File: src/rtl/core/ftfn_pkg.sv
// ----------------------------------------------------------------------------
// ftfn_pkg
// Shared types and constants for the fan triangulator with flat normals.
// ----------------------------------------------------------------------------
package ftfn_pkg;

	localparam int TEX_WIDTH   = 16;
	localparam int SEEN_WIDTH  = 2;
	localparam int QUEUE_DEPTH = 2;

	// corner count at which a face starts emitting fan triangles
	localparam logic [SEEN_WIDTH-1:0] FAN_START = SEEN_WIDTH'(2);

	// which vertex of the current triangle goes out
	typedef enum logic [1:0] {
		VSEL_FIRST,
		VSEL_PREV,
		VSEL_CUR
	} vsel_t;

	// job: first/prev/cur positions, prev-first and cur-first diffs, three texcoords
	function automatic int job_width(input int cw);
		return 9 * cw + 6 * (cw + 1) + 6 * TEX_WIDTH;
	endfunction

endpackage

File: src/rtl/core/ftfn_queue.sv
// ----------------------------------------------------------------------------
// ftfn_queue
// Short job queue between front and back.
// ----------------------------------------------------------------------------
module ftfn_queue
	import ftfn_pkg::*;
#(
	parameter int WIDTH = 8,
	parameter int DEPTH = QUEUE_DEPTH
) (
	input  logic             clk,
	input  logic             arst_n,
	input  logic             push_valid,
	output logic             push_ready,
	input  logic [WIDTH-1:0] push_data,
	output logic             pop_valid,
	input  logic             pop_ready,
	output logic [WIDTH-1:0] pop_data
);
	localparam int PTR_W = (DEPTH > 1) ? $clog2(DEPTH) : 1;
	localparam int CNT_W = $clog2(DEPTH + 1);

	logic [WIDTH-1:0] mem_q [DEPTH];
	logic [PTR_W-1:0] wr_ptr_q, rd_ptr_q;
	logic [CNT_W-1:0] count_q;
	logic             push, pop;

	assign push_ready = (count_q != CNT_W'(DEPTH));
	assign pop_valid  = (count_q != '0);
	assign push       = push_valid && push_ready;
	assign pop        = pop_valid && pop_ready;
	assign pop_data   = mem_q[rd_ptr_q];

	always_ff @(posedge clk) begin
		if (push) begin
			mem_q[wr_ptr_q] <= push_data;
		end
	end

	always_ff @(posedge clk or negedge arst_n) begin
		if (!arst_n) begin
			wr_ptr_q <= '0;
			rd_ptr_q <= '0;
			count_q  <= '0;
		end else begin
			if (push) begin
				wr_ptr_q <= (wr_ptr_q == PTR_W'(DEPTH - 1)) ? '0 : wr_ptr_q + PTR_W'(1);
			end
			if (pop) begin
				rd_ptr_q <= (rd_ptr_q == PTR_W'(DEPTH - 1)) ? '0 : rd_ptr_q + PTR_W'(1);
			end
			if (push && !pop) begin
				count_q <= count_q + CNT_W'(1);
			end else if (pop && !push) begin
				count_q <= count_q - CNT_W'(1);
			end
		end
	end

	a_count_up: assert property (@(posedge clk) disable iff (!arst_n)
		(push && !pop) |=> (count_q == $past(count_q) + CNT_W'(1)))
		else $error("queue count did not advance on push");

endmodule

File: config.mk
export PLATFORM = sky130hd
export DESIGN_NAME = ftfn_queue
export DESIGN_NICKNAME = d
export VERILOG_FILES = /design/src/rtl/core/ftfn_pkg.sv /design/src/rtl/core/ftfn_queue.sv
export SDC_FILE = /design/constraint.sdc
export NUM_CORES = 1
export LEC_CHECK = 0
export ABC_AREA = 1
export BUFFER_PORTS_ARGS = -buffer_cell sky130_fd_sc_hd__buf_2
export CAP_MARGIN = 10
export CORE_MARGIN = 2
export CORE_UTILIZATION = 45
export CTS_CLUSTER_DIAMETER = 200
export DETAILED_ROUTE_END_ITERATION = 16
export HOLD_SLACK_MARGIN = 0.15
export PLACE_DENSITY = 0.75
export SYNTH_ARGS = -nofsm -noshare
export SYNTH_HDL_FRONTEND = slang
export SYNTH_SLANG_ARGS = --single-unit
File: constraint.sdc
create_clock -name clk -period 3.85 [get_ports clk]
set_input_delay 0.77 -clock clk [delete_from_list [all_inputs] [get_ports clk]]
set_output_delay 0.77 -clock clk [all_outputs]
set_load 0.01 [all_outputs]
# Word level (Yosys, flattened, before mapping)
# Memories as Yosys holds them, arrays and structs flattened.
# Index checks and enable logic that the tools add are counted.
[word_totals] reg_bits=4 elab_cells=23 out_inout_bits=10 input_bits=12 mem_bits_rw=16 n_memories=1
[classes] add_sub_neg=4 reduce_logical=8 eq_ne=1 muxes=6
[memory_table] name="mem_q" words=2 word_bits=8 read_ports=1 rd_ports_with_merged_regs=0 wr=1 line="ftfn_queue.sv:23" text="logic [WIDTH-1:0] mem_q [DEPTH];"
[op_table] op="1-bit logical AND" n=4
[op_table] op="1-bit 2-to-1 mux" n=4
[op_table] op="2-bit 2-to-1 mux" n=2
[op_table] op="2-bit nonzero test" n=2
[op_table] op="1-bit adder (second input constant)" n=2
[op_table] op="2-bit by 1-bit adder with 2-bit output (second input constant)" n=1
[op_table] op="1-bit zero test" n=2
[op_table] op="2-bit != test (second input constant)" n=1
[op_table] op="2-bit by 1-bit subtractor with 2-bit output (second input constant)" n=1

# Logic depth before layout (Yosys ltp)
[depth] depth_word=6 depth_mapped=10 ltp_nobuf=10

# Worst setup path after synthesis
# OpenSTA, ideal clock, no wires.
[synth_path] path_kind="input-to-reg" from="input push_valid" to="memory mem_q[0][0], enable pin" path_buffers=0 path_slack_ps=2284 cell_stages=2 t_arrival_ps=1196 setup_ps=370 required_time_ps=3480 path_cell_list="nand2_4 -> nor2_1"
[synth_via] elab_chain_cells=3
[synth_lines] element="from (decl)" line="ftfn_queue.sv:13" text="input logic push_valid,"
[synth_lines] element="1-bit logical AND" line="ftfn_queue.sv:30" text="assign push = push_valid && push_ready;"
[synth_lines] element="1-bit 2-to-1 mux" line="ftfn_queue.sv:35" text="if (push) begin"
[synth_lines] element="1-bit 2-to-1 mux (implied by the code)" line="ftfn_queue.sv:36" text="mem_q[wr_ptr_q] <= push_data;"
[synth_lines] element="to (decl)" line="ftfn_queue.sv:23"
# No other way between the ends.

# Worst setup path after layout
[layout_path] from="register rd_ptr_q" to="output pop_data[3]"
[layout_via] elab_chain_cells=1
[layout_lines] element="from (decl)" line="ftfn_queue.sv:24" text="logic [PTR_W-1:0] wr_ptr_q, rd_ptr_q;"
[layout_lines] element="from (signal assigned)" line="ftfn_queue.sv:50" text="rd_ptr_q <= (rd_ptr_q == PTR_W'(DEPTH - 1)) ? '0 : rd_ptr_q + PTR_W'(1);"
[layout_lines] element="memory 2 x 8 bit"
[layout_lines] element="to (decl)" line="ftfn_queue.sv:18" text="output logic [WIDTH-1:0] pop_data"
# No other way between the ends.

==> results.json <==
{
  "result_of_the_run": "finished clean",
  "startpoint_type": "flop",
  "num-nets-final": 108,
  "synth_compound_area_frac": 0,
  "netSwitchingPower_mw": 0.264,
  "switching_share": 0.374,
  "synth_enable_flop_cells": 16,
  "synth_warnings": 0,
  "cts_tree": "done",
  "dp_hpwl_mm": 1.01,
  "drv_slew": 0,
  "io_buffer_count": 21,
  "floorplan.initialDensity": 0.479,
  "rows": 15,
  "synth_top_cell_by_area": "edfxtp_1",
  "wl_per_cell_um": 10.8,
  "worstMarginPinSlew_ns": 0.685,
  "synthDistinctLibCells": 14,
  "route.detailed.drc": 0,
  "postSynthRegisterBits": 20,
  "die_height_um": 46.9,
  "timing_hold_violations_final": 0,
  "reg_power_frac": 0.484,
  "cts.reportedPaths.clkPinSlew_ns": 0.11,
  "setup.reg_to_reg.worst_slack_ns": 2.33,
  "worst_hold_path_type": "in -> async",
  "cts_setup_buffers": 0,
  "rr_worst_depth": 4,
  "setup_total_negative_slack_ns": 0,
  "criticalPathCategory": "reg -> out",
  "routed_wl_mm": 1.28,
  "critical_path_required_ns": 3.08,
  "track_usage": 0.134,
  "worst_ir_drop_vdd_uv": 324,
  "ff_latch_area_sq_um": 581,
  "synth_top_cells_by_count": "nand2_1, edfxtp_1, dfrtp_1, inv_1, inv_2",
  "timing.critical_path.fanout_max": 10,
  "grt_first_pass_wirelength_mm": 1.97,
  "layout_filler_cell_count": 169,
  "clk_path_buf_depth": 2,
  "achievable-frequency_ghz": 0.497,
  "combinationalPowerShare": 0.380,
  "multi_input_comb_area_sq_um": 209,
  "detailedRoute.firstPassIterationCount": 3,
  "ios": 22,
  "sinks_on_clock_net": 20,
  "routed-via-count": 536,
  "die-width_um": 46.9,
  "pin_count_of_the_biggest_net_entering_global_routing": 12,
  "worst_r2r_startpoint": "count_q[0]$_DFFE_PN0P_",
  "cts_root_buffer": "clkbuf_4",
  "avgSynthCellArea_sq_um": 11.8,
  "post_cts_resize_count": 0,
  "global_route.overflow_total": 0,
  "finalWorstSetupSlack_ns": 1.84,
  "detail_route.iter0.violations": 13,
  "postSynth.topFlopCell": "edfxtp_1",
  "crit_arrival_ns": 1.24,
  "timing.slew.headroom": 0.541,
  "clock_tree.htree_level_count": 1,
  "static-leakage-power_nw": 0.458,
  "clk-insertion-delay-late_ns": 0.28,
  "maxCapViolCount": 0,
  "synth_fp_nets": 83,
  "synth_area_leaders": "edfxtp_1, nand2_1, dfrtp_1",
  "simple_gate_fraction_of_synth_area": 0.207,
  "synthXorXnorAreaFrac": 0.0303,
  "critical_path.reg2reg.endpoint": "mem_q[0][5]$_DFFE_PP_",
  "yosys.cell_count.top_type": "nand2_1",
  "netlist_area_sq_um": 827,
  "final_antenna_net_count": 0,
  "pwr_density_cell_nw_per_um2": 722,
  "adder_cell_share_of_the_synthesized_area": 0.0151,
  "hold_buffers": 0,
  "rsz0062_at_grt": "no",
  "synth_top_area_frac": 0.581,
  "grt_antenna_before_repair": 0,
  "timing.clock.skew_ns": 0.00154,
  "ys_async_sr_fraction": 0.200,
  "place_worst_setup_slack_ns": 1.96,
  "synth-seq-area-share": 0.702,
  "setup_viol": 0,
  "crit_path_end_kind": "primary output",
  "first_global_vias": 485,
  "post_route_cells_drive_above_1_share": 0.340,
  "n_antenna_cell": 0,
  "min_period_over_period": 0.523,
  "gpl.final_weighted_congestion": 0.711,
  "vias_per_cell": 4.50,
  "core_area_sq_um": 1730,
  "post_synth_mux_area_share": 0,
  "die_area_sq_um": 2200,
  "share_clk_of_total_power": 0.136,
  "gate_count_of_the_mapped_netlist": 70,
  "synth_top_family_by_area": "simple AND/OR/NAND/NOR gates",
  "number_of_buffers_added_by_the_clock_tree_synthesis_step": 3,
  "layout-area-overhead-vs-synth_pct": 18.3,
  "p_int_mw": 0.442,
  "layout_min_cycle_time_ns": 2.01,
  "p_total_mw": 0.706
}
[worst max path at each step]
| stage | from | endpoint | slack [ns] | cells after the start |
|---|---|---|---|---|
| 4_1_cts | rd_ptr_q$_DFFE_PN0P_ | pop_data[3] | 1.80 | 4 |
| 3_3_place_gp | push_valid | mem_q[1][7]$_DFFE_PP_ | 2.03 | 3 |
| 5_1_grt | rd_ptr_q$_DFFE_PN0P_ | pop_data[5] | 1.71 | 4 |
| 3_5_place_dp | push_valid | mem_q[0][7]$_DFFE_PP_ | 1.96 | 3 |
| 6_report | rd_ptr_q$_DFFE_PN0P_ | pop_data[3] | 1.84 | 4 |
| 2_1_floorplan | push_valid | mem_q[0][0]$_DFFE_PP_ | 2.28 | 2 |
[per-stage QoR]
| stage | hold WS, ns | util | cells | area [sq um] |
|---|---|---|---|---|
| finish | 0.267 | 0.567 | 119 | 978 |
| global route | 0.257 | 0.567 | 119 | 978 |
| CTS | 0.265 | 0.567 | 119 | 978 |
| detailed placement | 0.526 | 0.551 | 115 | 952 |
| global placement | 0.509 | 0.551 | 115 | 952 |
| floorplan | 0.474 | - | 70 | 827 |
[registers in the layout, summed over array words and instances, names as in the netlist]
| register | flops |
|---|---|
| rd_ptr_q | 1 |
| count_q | 2 |
| wr_ptr_q | 1 |
| mem_q | 16 |
[worst max-delay path, cell delays in order (launching register included)]
cell and delay, ns:
dfrtp_1 0.54, inv_2 0.15, nand2_1 0.08, nand2_1 0.05, buf_2 0.14
[layout by cell type, fill, tap and decap left out, drive strengths merged]
cell type,count
dfrtp,4
xor2,1
clkbuf,3
nand4,1
buf,21
xnor2,1
edfxtp,16
clkinv,1
nor2,2
nand3,2
inv,7
nand2,34
ha,1
[cells by family after synthesis]
family                     count (synthesis)
xor gates and xnor gates                   2
adders and majority gates                  1
buffers and inverters                      8
DFF                                       20
and+or+nand+nor                           39
[cell type report]
class                           count  area share
Multi-Input combinational cell     42       0.214
Tap cell                           25      0.0320
Clock inverter                      1     0.00384
Timing Repair Buffer               21       0.107
Inverter                            7      0.0269
Clock buffer                        3      0.0230
Sequential cell                    20       0.593
[power by group through the flow]
stage	sequential [mW]	combinational [mW]	clock (mW)
2_1_floorplan	0.328	0.208	0
3_3_place_gp	0.344	0.263	0
3_5_place_dp	0.348	0.275	0
4_1_cts	0.343	0.276	0.0985
5_1_grt	0.349	0.310	0.108
6_report	0.342	0.269	0.0960
[layer usage]
metal  global-route usage  vias to the layer above  routed length [um]
met3               0.0115                        2                  37
met2                0.241                       13                 672
met4               0.0833                        0                  19
met1                0.153                      249                 552
met5                    0                        -                   0
li1                     -                      272                   -
Power figures use the tool's default switching activity.
