<file path="config.mk">
export PLATFORM = sky130hd
export DESIGN_NAME = ftfn_front_flat
export DESIGN_NICKNAME = d
export VERILOG_FILES = /design/src/rtl/core/ftfn_pkg.sv /design/src/rtl/core/ftfn_corner_if.sv /design/src/rtl/core/ftfn_front.sv /design/src/flat_wrapper.sv
export SDC_FILE = /design/constraint.sdc
export NUM_CORES = 1
export LEC_CHECK = 0
export ABC_AREA = 1
export BUFFER_PORTS_ARGS = -buffer_cell sky130_fd_sc_hd__clkbuf_2
export CAP_MARGIN = 20
export CORE_MARGIN = 5
export CORE_UTILIZATION = 30
export DETAILED_ROUTE_END_ITERATION = 6
export GPL_ROUTABILITY_DRIVEN = 0
export GPL_TIMING_DRIVEN = 0
export PLACE_DENSITY = 0.51
export SLEW_MARGIN = 40
export SYNTH_ARGS = -nofsm -noshare
export SYNTH_HDL_FRONTEND = slang
export SYNTH_SLANG_ARGS = --single-unit
</file>
<file path="constraint.sdc">
create_clock -name clk -period 1.9 [get_ports clk]
set_clock_uncertainty 0.05 [all_clocks]
set_input_delay 0.095 -clock clk [delete_from_list [all_inputs] [get_ports clk]]
set_output_delay 0.095 -clock clk [all_outputs]
set_load 0.02 [all_outputs]
</file>
<file path="src/rtl/core/ftfn_pkg.sv">
// ----------------------------------------------------------------------------
// ftfn_pkg
// Shared types and constants for the fan triangulator with flat normals.
// ----------------------------------------------------------------------------
package ftfn_pkg;

	localparam int TEX_WIDTH   = 16;
	localparam int SEEN_WIDTH  = 2;
	localparam int QUEUE_DEPTH = 2;

	// corner count at which a face starts emitting fan triangles
	localparam logic [SEEN_WIDTH-1:0] FAN_START = SEEN_WIDTH'(2);

	// which vertex of the current triangle goes out
	typedef enum logic [1:0] {
		VSEL_FIRST,
		VSEL_PREV,
		VSEL_CUR
	} vsel_t;

	// job: first/prev/cur positions, prev-first and cur-first diffs, three texcoords
	function automatic int job_width(input int cw);
		return 9 * cw + 6 * (cw + 1) + 6 * TEX_WIDTH;
	endfunction

endpackage

</file>
<file path="src/rtl/core/ftfn_corner_if.sv">
// ----------------------------------------------------------------------------
// ftfn_corner_if
// Input channel: one polygon corner per beat.
// ----------------------------------------------------------------------------
interface ftfn_corner_if
	import ftfn_pkg::*;
#(
	parameter int COORD_WIDTH = 16
) ();
	logic                          valid;
	logic                          ready;
	logic signed [COORD_WIDTH-1:0] corner_x;
	logic signed [COORD_WIDTH-1:0] corner_y;
	logic signed [COORD_WIDTH-1:0] corner_z;
	logic [TEX_WIDTH-1:0]          corner_u;
	logic [TEX_WIDTH-1:0]          corner_v;
	logic                          last_corner;

	modport source (
		output valid, corner_x, corner_y, corner_z, corner_u, corner_v, last_corner,
		input  ready
	);
	modport sink (
		input  valid, corner_x, corner_y, corner_z, corner_u, corner_v, last_corner,
		output ready
	);
endinterface

</file>
<file path="src/rtl/core/ftfn_front.sv">
// ----------------------------------------------------------------------------
// ftfn_front
// Takes corners, tracks first and previous corner of the face, and pushes a
// triangle job (positions, edge vectors, texcoords) from the third corner on.
// ----------------------------------------------------------------------------
module ftfn_front
	import ftfn_pkg::*;
#(
	parameter int COORD_WIDTH = 16
) (
	input  logic                                 clk,
	input  logic                                 arst_n,
	ftfn_corner_if.sink                          corner,
	output logic                                 push_valid,
	input  logic                                 push_ready,
	output logic [job_width(COORD_WIDTH)-1:0]    push_data
);
	localparam int CW = COORD_WIDTH;

	typedef logic [2:0][CW-1:0]        pos_t;
	typedef logic [2:0][CW:0]          diff_t;
	typedef logic [1:0][TEX_WIDTH-1:0] tex_t;
	typedef struct packed {
		pos_t  first_pos;
		pos_t  prev_pos;
		pos_t  cur_pos;
		diff_t a;
		diff_t b;
		tex_t  first_tex;
		tex_t  prev_tex;
		tex_t  cur_tex;
	} job_t;

	pos_t                  first_pos_q, prev_pos_q, cur_pos;
	tex_t                  first_tex_q, prev_tex_q, cur_tex;
	logic [SEEN_WIDTH-1:0] seen_q, seen_nxt;
	logic                  fire;
	job_t                  job;

	assign cur_pos = {corner.corner_z, corner.corner_y, corner.corner_x};
	assign cur_tex = {corner.corner_v, corner.corner_u};

	assign corner.ready = push_ready;
	assign fire         = corner.valid && push_ready;
	assign push_valid   = fire && (seen_q == FAN_START);

	always_comb begin
		job.first_pos = first_pos_q;
		job.prev_pos  = prev_pos_q;
		job.cur_pos   = cur_pos;
		job.first_tex = first_tex_q;
		job.prev_tex  = prev_tex_q;
		job.cur_tex   = cur_tex;
		for (int i = 0; i < 3; i++) begin
			job.a[i] = (CW+1)'($signed(prev_pos_q[i])) - (CW+1)'($signed(first_pos_q[i]));
			job.b[i] = (CW+1)'($signed(cur_pos[i])) - (CW+1)'($signed(first_pos_q[i]));
		end
	end

	assign push_data = job;

	always_comb begin
		if (corner.last_corner) begin
			seen_nxt = '0;
		end else if (seen_q < FAN_START) begin
			seen_nxt = seen_q + SEEN_WIDTH'(1);
		end else begin
			seen_nxt = seen_q;
		end
	end

	always_ff @(posedge clk or negedge arst_n) begin
		if (!arst_n) begin
			seen_q      <= '0;
			first_pos_q <= '0;
			first_tex_q <= '0;
			prev_pos_q  <= '0;
			prev_tex_q  <= '0;
		end else if (fire) begin
			if (seen_q == '0) begin
				first_pos_q <= cur_pos;
				first_tex_q <= cur_tex;
			end
			prev_pos_q <= cur_pos;
			prev_tex_q <= cur_tex;
			seen_q     <= seen_nxt;
		end
	end

	a_face_restart: assert property (@(posedge clk) disable iff (!arst_n)
		(fire && corner.last_corner) |=> (seen_q == '0))
		else $error("corner count not cleared after last corner");

endmodule

</file>
<file path="src/flat_wrapper.sv">
// flat-port wrapper written by rule: the top's interface ports become plain ports
module ftfn_front_flat import ftfn_pkg::*;
#(
	parameter int COORD_WIDTH = 16
)
  (clk, arst_n, push_valid, push_ready, push_data, corner_valid, corner_corner_x, corner_corner_y, corner_corner_z, corner_corner_u, corner_corner_v, corner_last_corner, corner_ready);
  ftfn_corner_if #(.COORD_WIDTH(COORD_WIDTH)) corner_i ();
  input  logic clk;
  input  logic arst_n;
  output logic push_valid;
  input  logic push_ready;
  output logic [job_width(COORD_WIDTH)-1:0] push_data;
  input wire logic [$bits(corner_i.valid)-1:0] corner_valid;
  input wire logic [$bits(corner_i.corner_x)-1:0] corner_corner_x;
  input wire logic [$bits(corner_i.corner_y)-1:0] corner_corner_y;
  input wire logic [$bits(corner_i.corner_z)-1:0] corner_corner_z;
  input wire logic [$bits(corner_i.corner_u)-1:0] corner_corner_u;
  input wire logic [$bits(corner_i.corner_v)-1:0] corner_corner_v;
  input wire logic [$bits(corner_i.last_corner)-1:0] corner_last_corner;
  output wire logic [$bits(corner_i.ready)-1:0] corner_ready;
  assign corner_i.valid = corner_valid;
  assign corner_i.corner_x = corner_corner_x;
  assign corner_i.corner_y = corner_corner_y;
  assign corner_i.corner_z = corner_corner_z;
  assign corner_i.corner_u = corner_corner_u;
  assign corner_i.corner_v = corner_corner_v;
  assign corner_i.last_corner = corner_last_corner;
  assign corner_ready = corner_i.ready;
  ftfn_front #(.COORD_WIDTH(COORD_WIDTH)) u_core (.clk(clk), .arst_n(arst_n), .corner(corner_i), .push_valid(push_valid), .push_ready(push_ready), .push_data(push_data));
endmodule
</file>
After elaboration in Yosys (flattened, before gate mapping)
Index checks and enable logic that the tools add are counted.
- register bits: 162
- multiplexer cells: 2
- add/subtract/negate cells: 7
- equal/unequal tests: 1
- $lt $le $gt $ge: 1
- reduce and logical (&&, ||, !) cells: 6
- operators by type and width (cell ; count):
    16-bit by 16-bit subtractor with 17-bit output ; 6
    2-bit 2-to-1 mux ; 2
    2-bit AND reduction ; 2
    2-bit by 1-bit adder with 2-bit output, second input constant ; 1
    2-bit equality test, second input constant ; 1
    1-bit logical AND ; 2
    2-bit logical NOT ; 1
    2-bit < comparator, second input constant ; 1
    2-bit nonzero test ; 1

Longest topological paths before layout
Gate-level depths: netlist of the first run.
- depth in word-level cells: 3
- depth in mapped cells: 12
- depth with buffers taken out: 12

Worst setup path before layout of the first run
No wires, ideal clock.
- path kind: register -> output
- from: register u_core.prev_pos_q, in the netlist u_core.push_data[246]
- to: output port push_data[155]
- path buffers: 0
- arrival time: 1835 ps
- stages on the path, launching flop included: 10
- setup slack: -80 ps
- required time: 1755 ps
- cell sequence: dfrtp_1 > inv_1 > ha_1 > fa_1 > inv_1 > nand2_1 > nand2_1 > nand3_1 > nand2_1 > xor2_1
- cells in the longest elaborated chain, start to end: 1
- ends and longest elaborated chain (item ; line ; RTL):
    start: declaration ; ftfn_front.sv:34 ; pos_t first_pos_q, prev_pos_q, cur_pos;
    start signal: assignment ; ftfn_front.sv:84 ; prev_pos_q <= cur_pos;
    16-bit by 16-bit subtractor with 17-bit output ; ftfn_front.sv:55 ; job.a[i] = (CW+1)'($signed(prev_pos_q[i])) - (CW+1)'($signed(first_pos_q[i]));
    end: declaration ; flat_wrapper.sv:12 ; output logic [job_width(COORD_WIDTH)-1:0] push_data;
Every way passes these cells.

Final worst setup path of the first run
- from: register u_core.first_pos_q, in the netlist u_core.push_data[294]
- to: output port push_data[102]
- cells in the longest elaborated chain, start to end: 1
- ends and longest elaborated chain (item ; line ; RTL):
    start: declaration ; ftfn_front.sv:34 ;
    start signal: assignment ; ftfn_front.sv:81 ; first_pos_q <= cur_pos;
    16-bit by 16-bit subtractor with 17-bit output ; ftfn_front.sv:56 ; job.b[i] = (CW+1)'($signed(cur_pos[i])) - (CW+1)'($signed(first_pos_q[i]));
Every way passes these cells.

==> results of run 1 <==
critical path, cell delays in order (launching register included):
cell      delay, ns
dfrtp_2        0.46
ha_4           0.19
fa_2           0.40
inv_2          0.06
nand2_2        0.06
nand2_4        0.10
nand3_4        0.09
nand2_4        0.10
buf_4          0.12
xor2_2         0.13
clkbuf_8       0.17
cell families after synthesis:
logic type      Yosys count
fa+ha+maj               104
buf+inv                 539
xor+xnor                 42
flops                   162
simple gates            872
compound gates          222
cell type report:
type / instances / area [um^2]
Fill cell: 3985 / 20320
Multi-Input combinational cell: 1240 / 9229
Timing Repair Buffer: 624 / 4768
Sequential cell: 162 / 4076
Inverter: 423 / 1613
Buffer: 116 / 857.1
Tap cell: 539 / 674.4
Clock buffer: 18 / 429.2
Clock inverter: 14 / 163.9
stage by stage:
step / setup slack (ns) / area, um^2
after floorplan: -0.02818 / 12980
final: -0.5657 / 21810
after detailed placement: -0.3300 / 15880
after global routing: -0.6620 / 21810
after global placement: -2.946 / 15790
after CTS: -0.5505 / 20870
metal layers:
metal | vias to the layer above | track usage | wire length [um]
met3 | 69 | 0.05350 | 3205
met4 | 0 | 0.07647 | 1443
li1 | 7053 | - | -
met5 | - | 0 | 0
met2 | 387 | 0.3717 | 25860
met1 | 6571 | 0.2398 | 19990
registers in the layout (all words and copies together) (netlist names):
register	cells
u_core.seen_q	2
u_core.push_data	160
cells in the mapped netlist, drive strengths merged:
cell type,count,share of area
ha,98,0.095
buf,101,0.062
xnor2,13,0.0089
nor3,26,0.010
clkbuf,15,0.0044
a21oi,62,0.024
nor2,45,0.013
or2,7,0.0034
dfrtp,162,0.32
nand3,67,0.026
o21ai,160,0.068
nand2,727,0.22
fa,6,0.0093
inv,423,0.12
xor2,29,0.020
cells in the final DEF (no fill, tap or decap), types with 60 or more instances in the layout:
master         synthesis  final
dfrtp_1              162    144
inv_1                422    353
nand2_1              716    511
nand2_2               10    143
o21ai_1               60     60
clkbuf_2               0    331
buf_4                 88    191
inv_2                  0     62
o21ai_0               80     80
ha_4                   0     85
nand2_4                0     68
dlygate4sd3_1          0     84
worst max path at each step:
| stage | startpoint | endpoint | cells after the start |
|---|---|---|---|
| 2_1_floorplan | u_core.push_data[310] | push_data[127] | 11 |
| 3_3_place_gp | arst_n | u_core.push_data[326] | 1 |
| 3_5_place_dp | u_core.push_data[278] | push_data[197] | 13 |
| 4_1_cts | u_core.push_data[310] | push_data[180] | 12 |
| 5_1_grt | u_core.push_data[294] | push_data[153] | 10 |
| 6_report | u_core.push_data[294] | push_data[102] | 10 |
report_power, final:
group | total [W] | internal, W | leakage (nW) | switching (W)
clock | 0.00363 | 0.00198 | 0.287 | 0.00164
combinational | 0.0329 | 0.0145 | 9.71 | 0.0184
sequential | 0.00538 | 0.00449 | 1.99 | 0.000888
total | 0.0419 | 0.0210 | 12.0 | 0.0210
timing repair:
action	4_1_cts	5_1_grt
pin swaps	124	106
setup endpoints to repair	96	96
gates resized for setup	633	223
setup buffers	84	27
hold buffers	84	0
hold endpoints to repair	275	0
==> impl_metrics.tcl, run 1 <==
set metrics [dict create \
    die_w_um 217.0 \
    max_freq_ghz 0.4056 \
    period_needed_ns 2.466 \
    grt_pass1_wl_um 78330 \
    cts.path.max_buffers 2 \
    yosysSeqAreaShare 0.3154 \
    clock_latency_ns 0.44 \
    drv_cap 0 \
    whs_ns 0.1558 \
    antenna_found_initial 0 \
    synth_mux_area_frac 0 \
    syn2layout_area_growth_pct 69.70 \
    cts_inserted_buffers 17 \
    dp_hpwl_um 37580 \
    via_per_inst 4.490 \
    failed_checks "setup timing" \
    syn_nets 2130 \
    tritoncts "built" \
    r2r_setup_slack_ns 0.15 \
    vias 14080 \
    rsz0062_at_grt "yes" \
    fin_util 0.5177 \
    p_per_area_nw_per_um2 1923 \
    grt_pass1_vias 14520 \
    crit_arrival_ns 2.32 \
    route.detailed.wl_per_inst_um 16.10 \
    place_inst 2911 \
    antenna_left 0 \
    fp.dieH_um 217.0 \
    syn-cell-area_um2 12850 \
    grt_max_degree 63 \
    setup_viol 96 \
    synthAdderAreaFrac 0.1048 \
    first_pass_iters 7 \
    port_buffers 428 \
    std_cell_rows 75 \
    reg2reg_from "u_core.seen_q[1]" \
    syn_inst 1941 \
    slew_headroom 0.5024 \
    nets 2773 \
    overflow 0 \
    start_util 0.3050 \
    synth-seq-cells 162 \
    drt_iter0_drc 475 \
    stdcell_count 3136 \
    n_antenna_cell 0 \
    clkSinkCount 162 \
    total_power_w 0.04194 \
    cp.required_ns 1.75 \
    cp-end-kind "output pin" \
    fin_ws_ns -0.5657 \
    r2r-end "u_core.push_data[68]" \
    synthXorXnorAreaFrac 0.02862 \
    synth_compound_area_frac 0.09229 \
    finalSetupTns_ns -30.63 \
    avgSynthCellArea_um2 6.621 \
    synth-simple-area-share 0.2683 \
    h-tree-depth 4 \
    core_um2 42130 \
    post-route-period-util 1.298 \
    fp.dieArea_um2 47080 \
    outcome "finished, violations left" \
    yosysWarnings 0 \
    hold_viol 0 \
    r2r_cells 5 \
    worst_slew_pin_slew_ns 0.7464 \
    clockRootBuffer "clkbuf_16" \
    io-pin-count 429 \
    worstPathMaxFanout 3 \
    drc 0 \
    synth_top_family_by_area "simple AND/OR/NAND/NOR gates" \
    cp-start-kind "flop" \
    hp-class "in -> async" \
    p_leak_nw 11.99 \
    vdd_drop_max_mv 1.036 \
    synth_cell_types 23 \
    criticalPathCategory "reg -> out" \
    slew_violations 0 \
    totalWireLength_um 50500 \
    clk_pin_slew_worst_paths_ns 0.08 \
    drive_gt1_frac 0.4586 \
    grt.total_usage 0.2078 \
]
No activity file was read; power rests on OpenSTA's default activity.
==> run 2: changes to the inputs <==
--- a/config.mk
+++ b/config.mk
@@ -10,10 +10,11 @@
 export CAP_MARGIN = 20
 export CORE_MARGIN = 5
 export CORE_UTILIZATION = 30
+export CTS_BUF_LIST = sky130_fd_sc_hd__clkbuf_16
 export DETAILED_ROUTE_END_ITERATION = 6
 export GPL_ROUTABILITY_DRIVEN = 0
 export GPL_TIMING_DRIVEN = 0
-export PLACE_DENSITY = 0.51
+export PLACE_DENSITY = 0.53
 export SLEW_MARGIN = 40
 export SYNTH_ARGS = -nofsm -noshare
 export SYNTH_HDL_FRONTEND = slang
==> constraint.sdc (replaced) <==
create_clock -name clk -period 2.15 [get_ports clk]
set_clock_uncertainty 0.05 [all_clocks]
set_input_delay 0.1075 -clock clk [delete_from_list [all_inputs] [get_ports clk]]
set_output_delay 0.1075 -clock clk [all_outputs]
set_load 0.02 [all_outputs]
==> run 2 against run 1 <==
- count of clock-buffer cells in the layout is 1 lower
- non-clock buffer count is 15 lower
- sequential share of layout area is 0.33 points higher
- wire length is 0.94% lower
- die area stayed put
- register-to-register slack better by 0.29 ns
- largest power group unchanged
- the run still ends with setup timing left
- worst setup slack better by 0.21 ns
==> impl_metrics.tcl, run 2 (synthesis gave the netlist of run 1 again) <==
set metrics [dict create \
    whs_ns 0.1112 \
    core_um2 42130 \
    start_util 0.3050 \
    route.detailed.wl_per_inst_um 16.03 \
    cts.path.max_buffers 2 \
    r2r-end "u_core.push_data[64]" \
    clock_latency_ns 0.45 \
    cp.required_ns 1.99 \
    grt_max_degree 62 \
    tritoncts "built" \
    via_per_inst 4.523 \
    fin_ws_ns -0.3606 \
    std_cell_rows 75 \
    period_needed_ns 2.511 \
    switchingPower_w 0.01826 \
    final_area_um2 21390 \
    p_per_area_nw_per_um2 1671 \
    clkSinkCount 162 \
    p_leak_nw 11.86 \
    overflow 0 \
    clockPowerShare 0.082 \
    r2r_setup_slack_ns 0.44 \
    setup_viol 69 \
    crit_arrival_ns 2.35 \
    syn2layout_area_growth_pct 66.41 \
    criticalPathCategory "reg -> out" \
    worstPathMaxFanout 3 \
    failed_checks "setup timing" \
    grt_pass1_wl_um 76220 \
    port_buffers 428 \
    clockRootBuffer "clkbuf_16" \
    r2r_cells 5 \
    seqPwrFrac 0.133 \
    vias 14120 \
    worst_slew_pin_slew_ns 0.7060 \
    fp.dieArea_um2 47080 \
    fin_util 0.5076 \
    clk_pin_slew_worst_paths_ns 0.07 \
    slew_headroom 0.5293 \
    cp-end-kind "output pin" \
    rsz0062_at_grt "yes" \
    hold_viol 0 \
    total_power_w 0.03575 \
    dpl_cell_area_um2 15730 \
    vdd_drop_max_mv 0.7957 \
    nFillCells 3988 \
    final_cell_mix "nand2_1, inv_1, clkbuf_2" \
    antenna_found_initial 0 \
    p_comb_frac 0.785 \
    hp-class "in -> async" \
    largest_reg_flops 160 \
    drive_gt1_frac 0.4392 \
    slew_violations 0 \
    reg2reg_from "u_core.seen_q[1]" \
    antenna_left 0 \
    final_common_cell "nand2_1" \
    grt_pass1_vias 14370 \
    first_pass_iters 5 \
    fp.dieH_um 217.0 \
    io-pin-count 429 \
    dp_hpwl_um 37290 \
    drc 0 \
    drt_iter0_drc 757 \
    drv_cap 0 \
    max_freq_ghz 0.3983 \
    cp-start-kind "flop" \
    swShare 0.5107 \
    post-route-period-util 1.168 \
    grt.total_usage 0.2020 \
    totalWireLength_um 50020 \
    finalSetupTns_ns -11.63 \
    n_antenna_cell 0 \
    die_w_um 217.0 \
    p_int_w 0.01749 \
    outcome "finished, violations left" \
    h-tree-depth 4 \
    nets 2758 \
    cts_inserted_buffers 17 \
]
[run 2: cell types whose count changed in the layout (fill, tap and decap cells not counted), sizes merged]
| cell | previous run | this run |
|---|---|---|
| buf | 273 | 255 |
| inv | 431 | 432 |
| clkinv | 2 | 4 |
| bufinv | 2 | 0 |
| dlygate4sd3 | 84 | 83 |
| clkbuf | 401 | 404 |
[run 2: critical path: stages (launching register included)]
cell	delay [ns]
dfrtp_1	0.43
ha_2	0.23
fa_2	0.40
inv_2	0.06
nand2_2	0.06
nand2_4	0.10
nand3_4	0.08
nand2_4	0.12
nand2_2	0.06
nand2_1	0.06
nand2_1	0.06
nand2_2	0.11
buf_8	0.12
[run 2: timing repair]
action / 4_1_cts / 5_1_grt
setup endpoints to repair: 82 / 87
pin swaps: 82 / 130
hold endpoints to repair: 323 / 0
resized for setup: 508 / 300
buffers inserted: 68 / 31
cloned: 0 / 0
hold buffers: 83 / 0
[run 2: through the flow]
stage	setup slack [ns]	std cells
finish	-0.3606	3121
global route	-0.4546	3121
CTS	-0.3239	3093
detailed placement	-0.08969	2910
global placement	-2.271	2908
floorplan	0.1579	1941
[run 2: area by class of cell]
class | count | area (um^2) | area share
tap | 539 | 674.4 | 0.03153
sequential | 162 | 4069 | 0.1902
inverter | 423 | 1610 | 0.07529
timing repair buffer | 609 | 4488 | 0.2098
buffer | 116 | 857.1 | 0.04007
multi-input combinational | 1240 | 9153 | 0.4279
clock buffer | 17 | 425.4 | 0.01989
clock inverter | 15 | 111.4 | 0.005207
[run 2: worst max-delay path by stage]
stage	slack [ns]	depth (start not counted)	startpoint	to
global placement	-2.27	1	arst_n	u_core.push_data[327]
CTS	-0.32	12	u_core.push_data[294]	push_data[157]
floorplan	0.16	9	u_core.push_data[246]	push_data[155]
finish	-0.36	12	u_core.push_data[294]	push_data[157]
detailed placement	-0.09	9	u_core.push_data[310]	push_data[172]
global route	-0.45	12	u_core.push_data[294]	push_data[163]
[run 2: metal layers]
| metal | GRT usage | wire (um) |
|---|---|---|
| met4 | 0.07226 | 1503 |
| met2 | 0.3594 | 25330 |
| met3 | 0.05670 | 3257 |
| met5 | 0 | 0 |
| met1 | 0.2324 | 19930 |
[run 2: power groups by stage]
| stage | combinational, W | clock [W] | sequential (W) |
|---|---|---|---|
| 3_3_place_gp | 0.0182 | 0 | 0.00480 |
| 5_1_grt | 0.0302 | 0.00312 | 0.00487 |
| 2_1_floorplan | 0.0112 | 0 | 0.00571 |
| 4_1_cts | 0.0245 | 0.00300 | 0.00474 |
| 6_report | 0.0281 | 0.00293 | 0.00475 |
| 3_5_place_dp | 0.0184 | 0 | 0.00481 |
